==> src/design/assert_macros.svh <==
// ----------------------------------------------------------------------------
// assert_macros.svh
// Assertion shorthands shared by the parser RTL.
// ----------------------------------------------------------------------------
`ifndef ASSERT_MACROS_SVH
`define ASSERT_MACROS_SVH

// Property must hold at every clock edge outside reset.
`define ASSERT_CLK(lbl, prop, msg) \
    lbl: assert property (@(posedge i_clk) disable iff (!i_rst_n) (prop)) else $error(msg);

// Condition must never be seen at a clock edge outside reset.
`define ASSERT_NEVER(lbl, cond, msg) \
    lbl: assert property (@(posedge i_clk) disable iff (!i_rst_n) !(cond)) else $error(msg);

`endif

==> src/design/rrp_pkg.sv <==
// ----------------------------------------------------------------------------
// rrp_pkg
// Types and constants shared by the request parser modules.
// ----------------------------------------------------------------------------
package rrp_pkg;

    localparam int COUNT_BITS_DEF = 31;
    localparam int ARG_W          = 31;
    localparam int Q_DEPTH        = 2;

    localparam int IN_TDATA_W  = 8;
    localparam int IN_TUSER_W  = 1;
    localparam int OUT_TDATA_W = 40;
    localparam int OUT_TUSER_W = 3;

    localparam logic [7:0] CH_STAR   = 8'h2A;
    localparam logic [7:0] CH_DOLLAR = 8'h24;
    localparam logic [7:0] CH_CR     = 8'h0D;
    localparam logic [7:0] CH_LF     = 8'h0A;
    localparam logic [7:0] CH_MINUS  = 8'h2D;
    localparam logic [7:0] CH_ZERO   = 8'h30;
    localparam logic [7:0] CH_NINE   = 8'h39;

    localparam logic [1:0] ST_FRAME = 2'd0;
    localparam logic [1:0] ST_DATA  = 2'd1;
    localparam logic [1:0] ST_ARG   = 2'd2;
    localparam logic [1:0] ST_ERR   = 2'd3;

    // Classified input item as it travels through the queue
    typedef struct packed {
        logic       clr;
        logic [7:0] byte_in;
        logic       is_star;
        logic       is_dollar;
        logic       is_cr;
        logic       is_lf;
        logic       is_minus;
        logic       is_digit;
        logic [3:0] digit;
    } t_item;

    typedef struct packed {
        logic [1:0]       status;
        logic [7:0]       data;
        logic [ARG_W-1:0] arg_index;
        logic             null_arg;
        logic             request_done;
    } t_result;

endpackage

==> src/design/rrp_front.sv <==
// ----------------------------------------------------------------------------
// rrp_front
// Accepts stream transactions and classifies each byte for the back end.
// ----------------------------------------------------------------------------
module rrp_front import rrp_pkg::*; (
    input  logic                  i_valid,
    output logic                  o_ready,
    input  logic [IN_TDATA_W-1:0] i_data,     // byte_in
    input  logic [IN_TUSER_W-1:0] i_user,     // kind
    input  logic                  i_q_full,
    output logic                  o_push,
    output t_item                 o_item
);

    logic [7:0] b;

    assign b       = i_data[7:0];
    assign o_ready = !i_q_full;
    assign o_push  = i_valid && !i_q_full;

    always_comb begin
        o_item           = '0;
        o_item.clr       = i_user[0];
        o_item.byte_in   = b;
        o_item.is_star   = (b == CH_STAR);
        o_item.is_dollar = (b == CH_DOLLAR);
        o_item.is_cr     = (b == CH_CR);
        o_item.is_lf     = (b == CH_LF);
        o_item.is_minus  = (b == CH_MINUS);
        o_item.is_digit  = (b >= CH_ZERO) && (b <= CH_NINE);
        o_item.digit     = 4'(b - CH_ZERO);
    end

endmodule

==> src/design/rrp_queue.sv <==
// ----------------------------------------------------------------------------
// rrp_queue
// Short queue of classified items between front and back end.
// ----------------------------------------------------------------------------
`include "assert_macros.svh"

module rrp_queue import rrp_pkg::*; (
    input  logic  i_clk,
    input  logic  i_rst_n,
    input  logic  i_push,
    input  t_item i_item,
    output logic  o_full,
    output logic  o_valid,
    output t_item o_item,
    input  logic  i_pop
);

    localparam int PW = (Q_DEPTH > 1) ? $clog2(Q_DEPTH) : 1;
    localparam int CW = $clog2(Q_DEPTH + 1);

    t_item         r_mem [Q_DEPTH];
    logic [PW-1:0] r_wr_ptr, n_wr_ptr;
    logic [PW-1:0] r_rd_ptr, n_rd_ptr;
    logic [CW-1:0] r_count,  n_count;

    assign o_full  = (r_count == CW'(Q_DEPTH));
    assign o_valid = (r_count != '0);
    assign o_item  = r_mem[r_rd_ptr];

    always_comb begin
        n_wr_ptr = r_wr_ptr;
        n_rd_ptr = r_rd_ptr;
        n_count  = r_count;
        if (i_push) begin
            n_wr_ptr = (r_wr_ptr == PW'(Q_DEPTH - 1)) ? '0 : r_wr_ptr + PW'(1);
        end
        if (i_pop) begin
            n_rd_ptr = (r_rd_ptr == PW'(Q_DEPTH - 1)) ? '0 : r_rd_ptr + PW'(1);
        end
        if (i_push && !i_pop) begin
            n_count = r_count + CW'(1);
        end else if (i_pop && !i_push) begin
            n_count = r_count - CW'(1);
        end
    end

    always_ff @(posedge i_clk) begin
        if (!i_rst_n) begin
            r_wr_ptr <= '0;
            r_rd_ptr <= '0;
            r_count  <= '0;
        end else begin
            r_wr_ptr <= n_wr_ptr;
            r_rd_ptr <= n_rd_ptr;
            r_count  <= n_count;
        end
    end

    always_ff @(posedge i_clk) begin
        if (i_push) begin
            r_mem[r_wr_ptr] <= i_item;
        end
    end

    `ASSERT_NEVER(a_q_no_overflow, i_push && o_full, "queue push while full")
    `ASSERT_NEVER(a_q_no_underflow, i_pop && !o_valid, "queue pop while empty")
    `ASSERT_NEVER(a_q_count_range, r_count > CW'(Q_DEPTH), "queue count out of range")

endmodule

==> src/design/rrp_back.sv <==
// ----------------------------------------------------------------------------
// rrp_back
// Request state machine: count accumulation, payload tracking, result register.
// ----------------------------------------------------------------------------
`include "assert_macros.svh"

module rrp_back import rrp_pkg::*; #(
    parameter int COUNT_BITS = COUNT_BITS_DEF
) (
    input  logic    i_clk,
    input  logic    i_rst_n,
    input  logic    i_item_valid,
    input  t_item   i_item,
    output logic    o_item_pop,
    output logic    o_res_valid,
    output t_result o_res,
    input  logic    i_res_ready
);

    localparam int CB = COUNT_BITS;
    localparam int VW = COUNT_BITS + 4;
    localparam logic [CB-1:0] COUNT_MAX = '1;

    localparam logic [3:0] PH_STAR   = 4'd0;
    localparam logic [3:0] PH_ANUM   = 4'd1;
    localparam logic [3:0] PH_ALF    = 4'd2;
    localparam logic [3:0] PH_DOLLAR = 4'd3;
    localparam logic [3:0] PH_LNUM   = 4'd4;
    localparam logic [3:0] PH_LLF    = 4'd5;
    localparam logic [3:0] PH_DATA   = 4'd6;
    localparam logic [3:0] PH_DCR    = 4'd7;
    localparam logic [3:0] PH_DLF    = 4'd8;
    localparam logic [3:0] PH_ERR    = 4'd9;

    logic [3:0]    r_phase,     n_phase;
    logic [CB-1:0] r_acc,       n_acc;
    logic          r_neg,       n_neg;
    logic          r_seen,      n_seen;
    logic [CB-1:0] r_args_exp,  n_args_exp;
    logic [CB-1:0] r_args_done, n_args_done;
    logic [CB-1:0] r_left,      n_left;
    logic          r_out_valid;
    t_result       r_out;
    t_result       res;

    logic [VW-1:0] acc_x10;
    logic [VW-1:0] limit;
    logic          num_minus, num_digit, num_end, num_bad;
    logic [CB-1:0] args_inc;
    logic          last_arg;
    logic          pop;

    assign pop         = i_item_valid && (!r_out_valid || i_res_ready);
    assign o_item_pop  = pop;
    assign o_res_valid = r_out_valid;
    assign o_res       = r_out;

    // times ten as two shifted adds, plus the new digit
    assign acc_x10  = (VW'(r_acc) << 3) + (VW'(r_acc) << 1) + VW'(i_item.digit);
    assign limit    = r_neg ? VW'(1) : VW'(COUNT_MAX);
    assign args_inc = r_args_done + CB'(1);
    assign last_arg = (args_inc >= r_args_exp);

    // classify one byte of a count field
    always_comb begin
        num_minus = 1'b0;
        num_digit = 1'b0;
        num_end   = 1'b0;
        num_bad   = 1'b0;
        if (i_item.is_minus && !r_seen && !r_neg) begin
            num_minus = 1'b1;
        end else if (i_item.is_digit) begin
            if (acc_x10 > limit) begin
                num_bad = 1'b1;
            end else begin
                num_digit = 1'b1;
            end
        end else if (i_item.is_cr && r_seen) begin
            num_end = 1'b1;
        end else begin
            num_bad = 1'b1;
        end
    end

    always_comb begin
        n_phase     = r_phase;
        n_acc       = r_acc;
        n_neg       = r_neg;
        n_seen      = r_seen;
        n_args_exp  = r_args_exp;
        n_args_done = r_args_done;
        n_left      = r_left;
        res              = '0;
        res.status       = ST_FRAME;
        res.arg_index    = ARG_W'(r_args_done);

        if (i_item.clr) begin
            n_phase     = PH_STAR;
            n_acc       = '0;
            n_neg       = 1'b0;
            n_seen      = 1'b0;
            n_args_exp  = '0;
            n_args_done = '0;
            n_left      = '0;
            res.arg_index = '0;
        end else begin
            unique case (r_phase)
                PH_STAR, PH_DOLLAR: begin
                    if ((r_phase == PH_STAR) ? i_item.is_star : i_item.is_dollar) begin
                        n_acc   = '0;
                        n_neg   = 1'b0;
                        n_seen  = 1'b0;
                        n_phase = (r_phase == PH_STAR) ? PH_ANUM : PH_LNUM;
                    end else begin
                        n_phase = PH_ERR;
                    end
                end
                PH_ANUM, PH_LNUM: begin
                    if (num_minus) begin
                        n_neg = 1'b1;
                    end
                    if (num_digit) begin
                        n_acc  = acc_x10[CB-1:0];
                        n_seen = 1'b1;
                    end
                    if (num_bad) begin
                        n_phase = PH_ERR;
                    end else if (num_end) begin
                        n_phase = (r_phase == PH_ANUM) ? PH_ALF : PH_LLF;
                    end
                end
                PH_ALF: begin
                    if (!i_item.is_lf) begin
                        n_phase = PH_ERR;
                    end else begin
                        n_args_done   = '0;
                        res.arg_index = '0;
                        if (r_neg || r_acc == '0) begin
                            n_args_exp       = '0;
                            res.request_done = 1'b1;
                            n_phase          = PH_STAR;
                        end else begin
                            n_args_exp = r_acc;
                            n_phase    = PH_DOLLAR;
                        end
                    end
                end
                PH_LLF: begin
                    if (!i_item.is_lf) begin
                        n_phase = PH_ERR;
                    end else if (r_neg && r_acc == CB'(1)) begin
                        // null argument
                        res.status       = ST_ARG;
                        res.null_arg     = 1'b1;
                        n_args_done      = args_inc;
                        res.request_done = last_arg;
                        n_phase          = last_arg ? PH_STAR : PH_DOLLAR;
                    end else begin
                        n_left  = r_neg ? '0 : r_acc;
                        n_phase = (r_neg || r_acc == '0) ? PH_DCR : PH_DATA;
                    end
                end
                PH_DATA: begin
                    res.status = ST_DATA;
                    res.data   = i_item.byte_in;
                    n_left     = r_left - CB'(1);
                    if (r_left == CB'(1)) begin
                        n_phase = PH_DCR;
                    end
                end
                PH_DCR: begin
                    n_phase = i_item.is_cr ? PH_DLF : PH_ERR;
                end
                PH_DLF: begin
                    if (!i_item.is_lf) begin
                        n_phase = PH_ERR;
                    end else begin
                        res.status       = ST_ARG;
                        n_args_done      = args_inc;
                        res.request_done = last_arg;
                        n_phase          = last_arg ? PH_STAR : PH_DOLLAR;
                    end
                end
                default: begin
                    n_phase = PH_ERR;
                end
            endcase
            if (n_phase == PH_ERR) begin
                res              = '0;
                res.status       = ST_ERR;
                res.arg_index    = ARG_W'(n_args_done);
            end
        end
    end

    always_ff @(posedge i_clk) begin
        if (!i_rst_n) begin
            r_phase     <= PH_STAR;
            r_acc       <= '0;
            r_neg       <= 1'b0;
            r_seen      <= 1'b0;
            r_args_exp  <= '0;
            r_args_done <= '0;
            r_left      <= '0;
            r_out_valid <= 1'b0;
        end else begin
            if (pop) begin
                r_phase     <= n_phase;
                r_acc       <= n_acc;
                r_neg       <= n_neg;
                r_seen      <= n_seen;
                r_args_exp  <= n_args_exp;
                r_args_done <= n_args_done;
                r_left      <= n_left;
                r_out_valid <= 1'b1;
            end else if (i_res_ready) begin
                r_out_valid <= 1'b0;
            end
        end
    end

    always_ff @(posedge i_clk) begin
        if (pop) begin
            r_out <= res;
        end
    end

    `ASSERT_NEVER(a_args_in_range, ((r_phase == PH_DOLLAR) || (r_phase == PH_LNUM) || (r_phase == PH_LLF) || (r_phase == PH_DATA) || (r_phase == PH_DCR) || (r_phase == PH_DLF)) && (r_args_done >= r_args_exp), "argument count past expected inside a request")
    `ASSERT_NEVER(a_data_only_payload, r_out_valid && (r_out.status != ST_DATA) && (r_out.data != 8'd0), "data nonzero outside payload")
    `ASSERT_NEVER(a_null_is_arg, r_out_valid && r_out.null_arg && (r_out.status != ST_ARG), "null flag without argument complete")
    `ASSERT_NEVER(a_err_not_done, r_out_valid && (r_out.status == ST_ERR) && r_out.request_done, "error result marks request done")

endmodule

==> src/design/resp_request_parser.sv <==
// ----------------------------------------------------------------------------
// resp_request_parser
// Byte-serial multibulk request parser. One stream transaction carries one
// request byte (tuser = 0) or a clear (tuser = 1), and each yields exactly one
// result transaction: framing, payload byte, argument complete or error.
// Errors stick until a clear. Sustained rate is one byte per clock while the
// output takes every result. An accepted byte is first written into the
// two-entry queue, and the state update then pops it and loads the result
// register. The state update with its times-ten count accumulate and the
// compare against the count limit is the loop through the state registers
// that sets the byte rate. Input stays ready while a result waits, until the
// queue holds two bytes.
// ----------------------------------------------------------------------------
module resp_request_parser import rrp_pkg::*; #(
    parameter int COUNT_BITS = COUNT_BITS_DEF
) (
    input  logic                   i_clk,
    input  logic                   i_rst_n,
    input  logic                   s_axis_tvalid,
    output logic                   s_axis_tready,
    input  logic [IN_TDATA_W-1:0]  s_axis_tdata,  // [7:0] byte_in
    input  logic [IN_TUSER_W-1:0]  s_axis_tuser,  // [0] kind
    output logic                   m_axis_tvalid,
    input  logic                   m_axis_tready,
    output logic [OUT_TDATA_W-1:0] m_axis_tdata,  // [7:0] data, [38:8] arg_index, [39] zero
    output logic [OUT_TUSER_W-1:0] m_axis_tuser,  // [1:0] status, [2] null_arg
    output logic                   m_axis_tlast   // request_done
);

    t_item   front_item;
    t_item   q_item;
    logic    front_push;
    logic    q_full;
    logic    q_valid;
    logic    q_pop;
    t_result res;

    rrp_front u_front (
        .i_valid  (s_axis_tvalid),
        .o_ready  (s_axis_tready),
        .i_data   (s_axis_tdata),
        .i_user   (s_axis_tuser),
        .i_q_full (q_full),
        .o_push   (front_push),
        .o_item   (front_item)
    );

    rrp_queue u_queue (
        .i_clk   (i_clk),
        .i_rst_n (i_rst_n),
        .i_push  (front_push),
        .i_item  (front_item),
        .o_full  (q_full),
        .o_valid (q_valid),
        .o_item  (q_item),
        .i_pop   (q_pop)
    );

    rrp_back #(
        .COUNT_BITS (COUNT_BITS)
    ) u_back (
        .i_clk        (i_clk),
        .i_rst_n      (i_rst_n),
        .i_item_valid (q_valid),
        .i_item       (q_item),
        .o_item_pop   (q_pop),
        .o_res_valid  (m_axis_tvalid),
        .o_res        (res),
        .i_res_ready  (m_axis_tready)
    );

    assign m_axis_tdata = {1'b0, res.arg_index, res.data};
    assign m_axis_tuser = {res.null_arg, res.status};
    assign m_axis_tlast = res.request_done;

endmodule
==> config.mk <==
export PLATFORM = sky130hd
export DESIGN_NAME = resp_request_parser
export DESIGN_NICKNAME = d
export VERILOG_FILES = /design/src/design/rrp_pkg.sv /design/src/design/rrp_front.sv /design/src/design/rrp_queue.sv /design/src/design/rrp_back.sv /design/src/design/resp_request_parser.sv
export VERILOG_INCLUDE_DIRS = /design/src /design/src/design
export SDC_FILE = /design/constraint.sdc
export NUM_CORES = 1
export LEC_CHECK = 0
export ABC_CLOCK_PERIOD_IN_PS = 8700
export CAP_MARGIN = 25
export CORE_MARGIN = 4
export CORE_UTILIZATION = 36
export DETAILED_ROUTE_END_ITERATION = 16
export DONT_BUFFER_PORTS = 1
export HOLD_SLACK_MARGIN = 0.06
export PLACE_DENSITY_LB_ADDON = 0.1
export SKIP_LAST_GASP = 1
export SYNTH_ARGS = -nofsm -noshare
export SYNTH_HDL_FRONTEND = slang
export SYNTH_HIERARCHICAL = 1
export SYNTH_SLANG_ARGS = --single-unit
==> constraint.sdc <==
create_clock -name i_clk -period 8.7 [get_ports i_clk]
set_clock_uncertainty 0.15 [all_clocks]
set_input_delay 0.87 -clock i_clk [delete_from_list [all_inputs] [get_ports i_clk]]
set_output_delay 0.87 -clock i_clk [all_outputs]
set_load 0.1 [all_outputs]
# --- Yosys cells after proc, flatten, opt, wreduce, memory -nomap -nowiden ---
# Memory sizes are Yosys's and may differ from the RTL's. A register that Yosys moved wholly into a read port is not among the register bits.
# Index checks and enable logic that the tools add are counted.
totals:
  register_bits: 178
  latch_bits: 0
  ramBits: 38
  rom_bits: 0
  input_bits: 13
  word_cells: 170
  mem_count: 1
classes:
  addsub: 9
  n_mul: 0
  n_div: 0
  order_cmp: 4
  n_eq_ne: 22
  shift: 0
  mux: 80
  bitwise_logic: 3
  reduce_logical: 35
memory_table:
  columns: ["memory", "depth", "width", "rd", "rd_clocked_by_memory_dff", "write_ports", "line_no", "rtl"]
  rows:
  - ["u_queue.r_mem", 2, 19, 1, 1, 1, "rrp_queue.sv:21", "t_item r_mem [Q_DEPTH];"]
op_table:
  columns: ["cell", "count"]
  rows:
  - ["two-way mux 31 bit", 18]
  - ["case mux 31 bit (2 select lines)", 2]
  - ["case mux 31 bit (3 select lines)", 1]
  - ["== test 31 x 1 -> 1 bit, second input constant", 2]
  - ["two-way mux 43 bit", 1]
  - ["two-way mux 4 bit", 10]
  - ["adder 34 x 32 -> 35 bit", 1]
  - ["adder 35 x 4 -> 35 bit", 1]
  - ["> comparator 35 bit", 1]
  - ["adder 31 x 1 -> 31 bit, second input constant", 1]
  - [">= comparator 31 bit", 1]
  - ["logical NOT 31 bit", 1]
  - ["two-way mux 1 bit", 31]
  - ["subtractor 31 x 1 -> 31 bit, second input constant", 1]
  - ["case mux 4 bit (7 select lines)", 1]
  - ["== test 8 x 6 -> 1 bit, second input constant", 3]
  - ["two-way mux 2 bit", 9]
  - ["== test 4 x 3 -> 1 bit, second input constant", 4]
  - ["== test 8 x 4 -> 1 bit, second input constant", 2]
  - ["!= test 3 x 2 -> 1 bit, second input constant", 4]
  - ["AND reduction 4 bit", 3]
  - ["nonzero test 2 bit", 5]
  - ["logical AND 1 bit", 9]
  - ["== test 4 x 2 -> 1 bit, second input constant", 2]
  - ["other kinds (24)", 39]

# --- Longest topological paths before layout ---
# Gate-level depths: netlist (run 1).
depth:
  word_depth: 11
  depth_mapped: 26
  depth_no_buf: 22

# --- Hierarchy ---
# Netlist (run 1), hierarchy kept.
modules_own_cells:
  columns: ["module", "instances", "cells_each", "area_each_um2"]
  rows:
  - ["rrp_back", 1, 1425, 12264.3]
  - ["rrp_queue", 1, 81, 1592.8]
  - ["rrp_front", 1, 28, 209.0]
  - ["resp_request_parser", 1, 2, 11.3]

# --- Worst setup path before layout (run 1) ---
# No wires, ideal clock.
synth_timing:
  path_type: "reg-to-reg"
  start: "register with a tool-made name"
  end: "register u_back.r_acc[10]"
  arrival_ps: 5738
  t_required_ps: 8433
  setup_slack_ps: 2695
  path_stages_with_launch: 26
  synth_period_minus_slack_ps: 6005
  path_cell_list: "dfxtp_1 -> buf_2 -> buf_6 -> mux2_2 -> ha_1 -> ha_1 -> fa_1 -> a21o_1 -> a221oi_2 -> a21oi_1 -> a21bo_2 -> a21bo_2 -> a21o_1 -> a21oi_1 -> xnor2_1 -> ha_1 -> a41o_1 -> a211oi_1 -> o211ai_1 -> a2111oi_0 -> a21oi_1 -> and4bb_1 -> and4b_2 -> a31oi_4 -> buf_6 -> a22o_1"
synth_lines:
  columns: ["item", "line_no", "rtl"]
  rows:
  - ["to (signal assigned)", "rrp_back.sv:209", "r_acc <= n_acc;"]
  - ["to (decl)", "rrp_back.sv:36", "logic [CB-1:0] r_acc, n_acc;"]

==> summary.txt, run 1 <==
Outcome
  – Status: complete, no violations

Timing
  – Worst Tran Pin Value: roughly 0.99 ns
  – Setup TNS: 0 ns
  – Hold Fails Final Rpt: 0
  – Final setup violating endpoints: 0
  – Minimum clock period: 6.87 ns
  – Slew Viols, Final: 0
  – Hold Slack: 0.279 ns
  – Final WS setup: between 1.5 and 2 ns
  – Tcrit/Tclk final: 78.9%
  – RSZ-0062 raised after global routing: false
  – Rel. slew slack: 34.1%
  – FMAX: 0.146 GHz

Floorplanning
  – Die width: around 210 um
  – Die area: 0.0423 sq mm
  – Starting density of the core: 36.4%
  – Die Ht: approximately 200 um
  – CORE AREA: between 0.03 and 0.04 sq mm
  – FP Rows: 72
  – Number of placed I/O pins: ~60

Setup path
  – CP arrival: 7.19 ns
  – Critical Path End Type: flop
  – CP top delay family: compound AO/OA/AOI/OAI gates
  – Worst path cell trace: mux2_2 > fa_1 > fa_1 > a21o_1 > a221oi_2 > a21oi_1 > a21bo_2 > a21bo_2 > a21o_1 > a21oi_1 > xnor2_1 > ha_1 > a41o_1 > a211oi_1 > o211ai_1 > a2111oi_0 > a21oi_1 > and4bb_1 > and4b_2 > and2_1 > buf_8 > a22o_1
  – Buf/Inv on CP: 1
  – Worst-path maximum fanout: 17
  – CP most frequent cell: a21oi_1
  – Crit-path max cell delay: about 0.57 ns
  – Critical path type: reg -> reg
  – Crit-path slowest cell: and2_1
  – Startpoint Class: flop
  – CP Data Required Time: 9.03 ns

Global routing
  – Vias in the first global route: 11300
  – GR Overflow Total: 0
  – First-pass GRT wire length: 63.9 mm
  – Initial antenna violation count: 0
  – Largest net degree at the start of global routing: 107
  – All-Layer GR Usage: 18.8%

Layout
  – Final nets: 1618
  – Share of post-route cells with drive strength above 1: 8.15%
  – Fillers: 3852
  – FF/Latch Area: 0.00515 sq mm
  – # diodes: 0
  – Multi-input gate area: 0.00818 sq mm
  – Syn-to-layout area delta: 8.44%
  – Most frequent cells in the layout: a21oi_1 (136), dfxtp_1 (136), ha_1 (127), nand2_1 (83), nor2_1 (83)

Clock network
  – Cts bufs inserted: 27
  – CTS clk-pin slew, worst paths: 0.06 ns
  – Postcts setup bufs: 0
  – Worst-Skew Late Latency: 0.54 ns
  – CTS HTree Levels: 1
  – CTS tree: built
  – Root Buffer: clkbuf_16
  – Post_cts resized: 0
  – Clock Tree Buf Depth: 3
  – Hold buffers post-CTS: 0
  – CTS sink count: 217

Synthesis
  – Post-synthesis sequential area ratio: between 30 and 40%
  – Post-Syn Instances: about 1500
  – Post-synth EDFFs: 81
  – Mean Syn Cell Area: 9.16 sq um
  – Synthesized area: 0.0141 sq mm
  – Share of the synthesized area in the top cell type: about a fifth
  – Yosys cell types: 90
  – Synth area leaders: dfxtp_1 (19%), edfxtp_1 (17%), ha_1 (11%), a21oi_1 (4.9%), a22oi_1 (3.1%)
  – Ys flop type: dfxtp_1
  – Cell taking the most area after synthesis: dfxtp_1
  – Syn nets: 1678
  – Flops & latches, synth: 217
  – Ys Warns: 6
  – Async SR Flop Fraction: 0%

Detailed routing
  – Remaining DRCs: 0
  – Post-DRT Antenna Nets: 0
  – Routed WL per cell: 19.8 um
  – Pre-antenna DRT Iters: 7
  – Vias post-DR: 11400
  – Routed Wire Length: 40.0 mm
  – DR vias/cell: 5.64
  – Iteration-0 DRC Markers: 708

Flow run
  – MaxCap Viol Count: 0

Placement
  – DP Worst Slack: 1.93 ns
  – IO buf count: 0
  – Routability Congestion: 0.821
  – Hpwl dp: roughly 28 mm

Pwr
  – Clock share of power: between 20% and 30%
  – Internal power: between 2 and 2.5 mW
  – Switching power: 1.79 mW
  – Peak supply drop: 0.185 mV
  – Logic pwr share: 22.9%
  – Static Leak: 6.18 nW
  – Power consumption: 4.02 mW
  – Switch share: roughly 45%
  – Power Density: ~260 mW/mm^2
  – Share of power burned in registers: around half

Hold path
  – Hold crit path type: in -> reg
[routing by layer]
| layer | global-route usage [%] | routed length, um |
|---|---|---|
| met4 | 4.40 | 888 |
| met1 | 26.0 | 19000 |
| met3 | 2.22 | 1450 |
| met2 | 31.4 | 18700 |
| met5 | 0 | 0 |
[worst register-to-register path, delay by kind of cell (launching register included)]
family / cells / cell delay, ns
compound gates: 13 / 2.98
flops: 1 / 0.39
fa+ha+maj: 3 / 1.30
simple gates: 3 / 1.20
mux: 1 / 0.37
buf+inv: 1 / 0.24
xor+xnor: 1 / 0.17
[Yosys cell counts, types with 18 or more instances]
| master | count |
|---|---|
| o21ai_0 | 73 |
| nand2_1 | 83 |
| nor3_1 | 31 |
| nor2_1 | 84 |
| a22o_1 | 32 |
| nand4_1 | 23 |
| a21o_1 | 22 |
| buf_4 | 18 |
| edfxtp_1 | 81 |
| a22oi_1 | 59 |
| nand3_1 | 36 |
| and3_1 | 29 |
| clkbuf_1 | 63 |
| a31oi_1 | 23 |
| inv_1 | 56 |
| dfxtp_1 | 136 |
| a21oi_1 | 137 |
| nor2b_1 | 70 |
| xor2_1 | 32 |
| ha_1 | 127 |
| and2_1 | 45 |
| mux2_2 | 19 |
| xnor2_1 | 32 |
[worst paths after layout]
check / from / end / slack, ns / cells past startpoint
min reg2reg: u_back/r_left[18] / u_back/r_left[18] / 0.32 / 2
max: flop / u_back/r_acc[7] / 1.83 / 22
max reg2reg: flop / u_back/r_acc[7] / 1.83 / 22
min: s_axis_tdata[7] / u_queue/r_mem[0][17] / 0.28 / 0
[power by group through the flow]
stage               clock, mW  sequential [mW]  combinational, mW
floorplan                   0             1.97              0.707
global placement            0             2.01              0.907
detailed placement          0             2.01              0.918
CTS                      1.15             1.99              0.922
global route             1.19             2.01               1.03
finish                   1.11             1.99              0.921
[stage by stage]
stage               area (sq um)  std cells  util, %
finish                     15300       2015     39.5
global placement           14300       1962     37.0
CTS                        15200       2014     39.4
global route               15300       2015     39.5
floorplan                  14100       1536        -
detailed placement         14300       1964     37.1
[state kept, by name, indices dropped and copies added (netlist names), named ones only]
name / flops
u_queue/r_mem: 38
u_queue/r_wr_ptr: 1
u_queue/r_count: 2
u_back/r_phase: 4
u_queue/r_rd_ptr: 1
u_back/o_res_valid: 1
u_back/r_neg: 1
u_back/r_args_done: 31
u_back/r_seen: 1
u_back/r_acc: 31
u_back/o_res: 43
u_back/r_left: 31
u_back/r_args_exp: 31
[cells by family after synthesis]
group / Yosys count / share of synthesized area, %
buffers and inverters: 165 / 5.56
and+or+nand+nor: 478 / 18.9
other: 1 / 0.0266
DFF: 217 / 36.6
xor gates and xnor gates: 64 / 3.98
muxes: 21 / 1.67
AOI/OAI and AO/OA: 461 / 21.7
adders and majority gates: 129 / 11.6
[layout make-up]
class	count	area share, %
Clock buffer	36	5.05
Clock inverter	14	0.820
Inverter	57	1.40
Multi-Input combinational cell	1154	53.6
Sequential cell	217	33.8
Tap cell	518	4.25
Timing Repair Buffer	19	1.16
Power figures use the tool's default switching activity.
==> run 2, diff against run 1 <==
ABC_CLOCK_PERIOD_IN_PS = 5600   (was 8700)
clock period = 5.6 ns   (was 8.7 ns; I/O delays follow)
==> run 2 against run 1 <==
The run now ends with setup timing left. Clock power grew 56%. Register-to-register slack worse by 2.0 ns. Critical path type unchanged. Largest power group unchanged. Sequential share of layout area shrank 1.9 points. Routed wire length grew 2.6%. Worst setup slack lost 2.0 ns. Clock-buffer cell count decreased by 1.
==> summary.txt, run 2 (synthesis gave the netlist of run 1 again) <==
Setup path
  – Critical path type: reg -> reg
  – Startpoint Class: flop
  – Crit-path max cell delay: 0.36 ns (-0.21 ns)
  – Worst-path maximum fanout: 3 (-14)
  – Critical Path End Type: flop
  – CP Data Required Time: 5.74 ns (-3.29 ns)
  – Crit-path slowest cell: fa_2
  – CP arrival: 5.93 ns (-1.26 ns)
  – Worst path cell trace: buf_4 > mux2_4 > ha_4 > ha_4 > fa_2 > a21o_1 > a221oi_2 > a21oi_2 > a21bo_2 > a21bo_4 > a21o_1 > a21oi_2 > xnor2_2 > ha_1 > a41o_1 > a211oi_2 > o211ai_1 > a2111oi_2 > a21oi_1 > and4bb_1 > nand3b_1 > o21ai_4 > mux2_4

Placement
  – IO buf count: 0 (unchanged)
  – DP Worst Slack: -0.339 ns (-2.27 ns)
  – Routability Congestion: 0.843 (+2.7%)
  – Hpwl dp: 29.9 mm (+5.1%)
  – Dpl cells: 2045 (+4.1%)
  – Area after DPL: 0.0150 sq mm (+4.8%)

Layout
  – Final Instance Area: 0.0162 sq mm (+5.9%)
  – Max FFs per register: 43 (unchanged)
  – Fillers: 3720 (-3.4%)
  – Util after Layout: 41.8% (+2.3 points)
  – Syn-to-layout area delta: 14.9%
  – Share of post-route cells with drive strength above 1: 14.3% (+6.2 points)
  – Most common cell after layout, fill and taps aside: dfxtp_1
  – Most frequent cells in the layout: dfxtp_1 (135), a21oi_1 (130), ha_1 (124), buf_4 (100), nor2_1 (84)
  – Final nets: 1715 (+6.0%)
  – Post-route insts no fill: 2113 (+4.9%)

Detailed routing
  – DR vias/cell: 5.55 (-1.6%)
  – Iteration-0 DRC Markers: 782 (+10%)
  – Vias post-DR: 11700 (+3.2%)
  – Routed Wire Length: 41.0 mm (+2.6%)
  – Routed WL per cell: 19.4 um (-2.1%)
  – Post-DRT Antenna Nets: 0 (unchanged)
  – Pre-antenna DRT Iters: 5 (-2)
  – Remaining DRCs: 0 (unchanged)

Floorplanning
  – FP Rows: 72 (unchanged)
  – Die width: 206 um (unchanged)
  – CORE AREA: 0.0386 sq mm (unchanged)
  – Number of placed I/O pins: 59 (unchanged)
  – Die area: 0.0423 sq mm (unchanged)
  – Starting density of the core: 36.4% (unchanged)
  – Die Ht: 206 um (unchanged)

Timing
  – Worst Tran Pin Value: 0.966 ns (-0.0246 ns)
  – Slew Viols, Final: 0 (unchanged)
  – RSZ-0062 raised after global routing: true
  – Final WS setup: -0.187 ns (-2.02 ns)
  – Tcrit/Tclk final: 103% (+24 points)
  – Minimum clock period: 5.79 ns (-1.08 ns)
  – Rel. slew slack: 35.5% (+1.4 points)
  – Final setup violating endpoints: 40 (+40)
  – FMAX: 0.173 GHz (+19%)
  – Hold Fails Final Rpt: 0 (unchanged)

Clock network
  – Worst-Skew Late Latency: 0.56 ns (+0.02 ns)
  – CTS clk-pin slew, worst paths: 0.06 ns (about the same)
  – Clock Tree Buf Depth: 3 (unchanged)
  – CTS sink count: 217 (unchanged)
  – CTS HTree Levels: 1 (unchanged)
  – Cts bufs inserted: 27 (unchanged)
  – Root Buffer: clkbuf_16
  – CTS tree: built

Global routing
  – First-pass GRT wire length: 64.1 mm (+0.34%)
  – Vias in the first global route: 11200 (-0.91%)
  – Largest net degree at the start of global routing: 104 (-2.8%)
  – GR Overflow Total: 0 (unchanged)
  – Initial antenna violation count: 0 (unchanged)
  – All-Layer GR Usage: 18.9% (+0.17 points)

Outcome
  – Status: complete, but fails checks
  – Failing checks: setup timing

Pwr
  – Peak supply drop: 0.278 mV (+50%)
  – Static Leak: 6.71 nW (+8.6%)
  – Power consumption: 6.43 mW (+60%)
  – Power Density: 398 mW/mm^2 (+51%)

Flow run
  – MaxCap Viol Count: 0 (unchanged)

Hold path
  – Hold crit path type: in -> reg
run 2: cell count changes in the layout (fill, tap and decap cells not counted), moves of 3 or more:
cell / previous run / this run
buf_4: 16 / 100
dlygate4sd3_1: 0 / 9
a21oi_1: 136 / 130
a21oi_2: 1 / 7
buf_12: 0 / 3
ha_1: 127 / 124
ha_4: 0 / 3
mux2_4: 0 / 3
run 2: path summary, 6_finish.rpt:
| path | slack [ns] | end | cells past startpoint | from |
|---|---|---|---|---|
| worst max-delay path | -0.19 | u_back/o_res[2] | 23 | flop |
| worst min-delay path | 0.09 | u_back/o_res_valid | 2 | m_axis_tready |
| worst max register to register | -0.19 | u_back/o_res[2] | 23 | flop |
| worst min register to register | 0.33 | u_back/r_left[18] | 2 | u_back/r_left[18] |
run 2: critical path, delay by kind of cell, from the launching register on:
family | cells | cell delay (ns)
compound gates | 13 | 2.67
simple gates | 2 | 0.49
mux | 2 | 0.62
flops | 1 | 0.33
buf+inv | 1 | 0.13
xor+xnor | 1 | 0.10
fa+ha+maj | 4 | 1.06
run 2: cell type report:
type                    count  area (sq um)  area share, %
clock buffers              35           726           4.49
flip-flops and latches    217          5160           31.9
well taps                 518           648           4.01
repair buffers            116           982           6.07
diodes                      1          2.50         0.0155
clock inverters            15           146          0.905
inverters                  57           214           1.32
multi-input cells        1154          8300           51.3
run 2: stage by stage:
step | hold WS [ns] | TNS [ns]
2_1_floorplan | 0.287 | 0
3_3_place_gp | 0.301 | -6.32
3_5_place_dp | 0.316 | -10.10
4_1_cts | 0.0674 | -5.17
5_1_grt | 0.0747 | -17.03
6_report | 0.0949 | -5.61
run 2: routing by layer:
| layer | vias to the layer above | routed length, um | GRT usage [%] |
|---|---|---|---|
| li1 | 5781 | - | - |
| met4 | 0 | 1100 | 4.98 |
| met2 | 252 | 18400 | 30.4 |
| met3 | 60 | 1600 | 2.25 |
| met1 | 5627 | 19900 | 27.0 |
| met5 | - | 0 | 0 |
run 2: power breakdown:
part	switching (mW)	internal, mW
registers	1.16	1.95
clock network	0.718	1.01
logic	1.03	0.570
total	2.90	3.53
run 2: timing repair:
| item | in CTS | in global routing |
|---|---|---|
| pin swaps | 4 | 9 |
| setup endpoints to repair | 40 | 40 |
| endpoints found under the hold margin | 131 | 0 |
| hold buffers | 10 | 0 |
| gates resized for setup | 4 | 11 |
| buffers inserted | 5 | 2 |
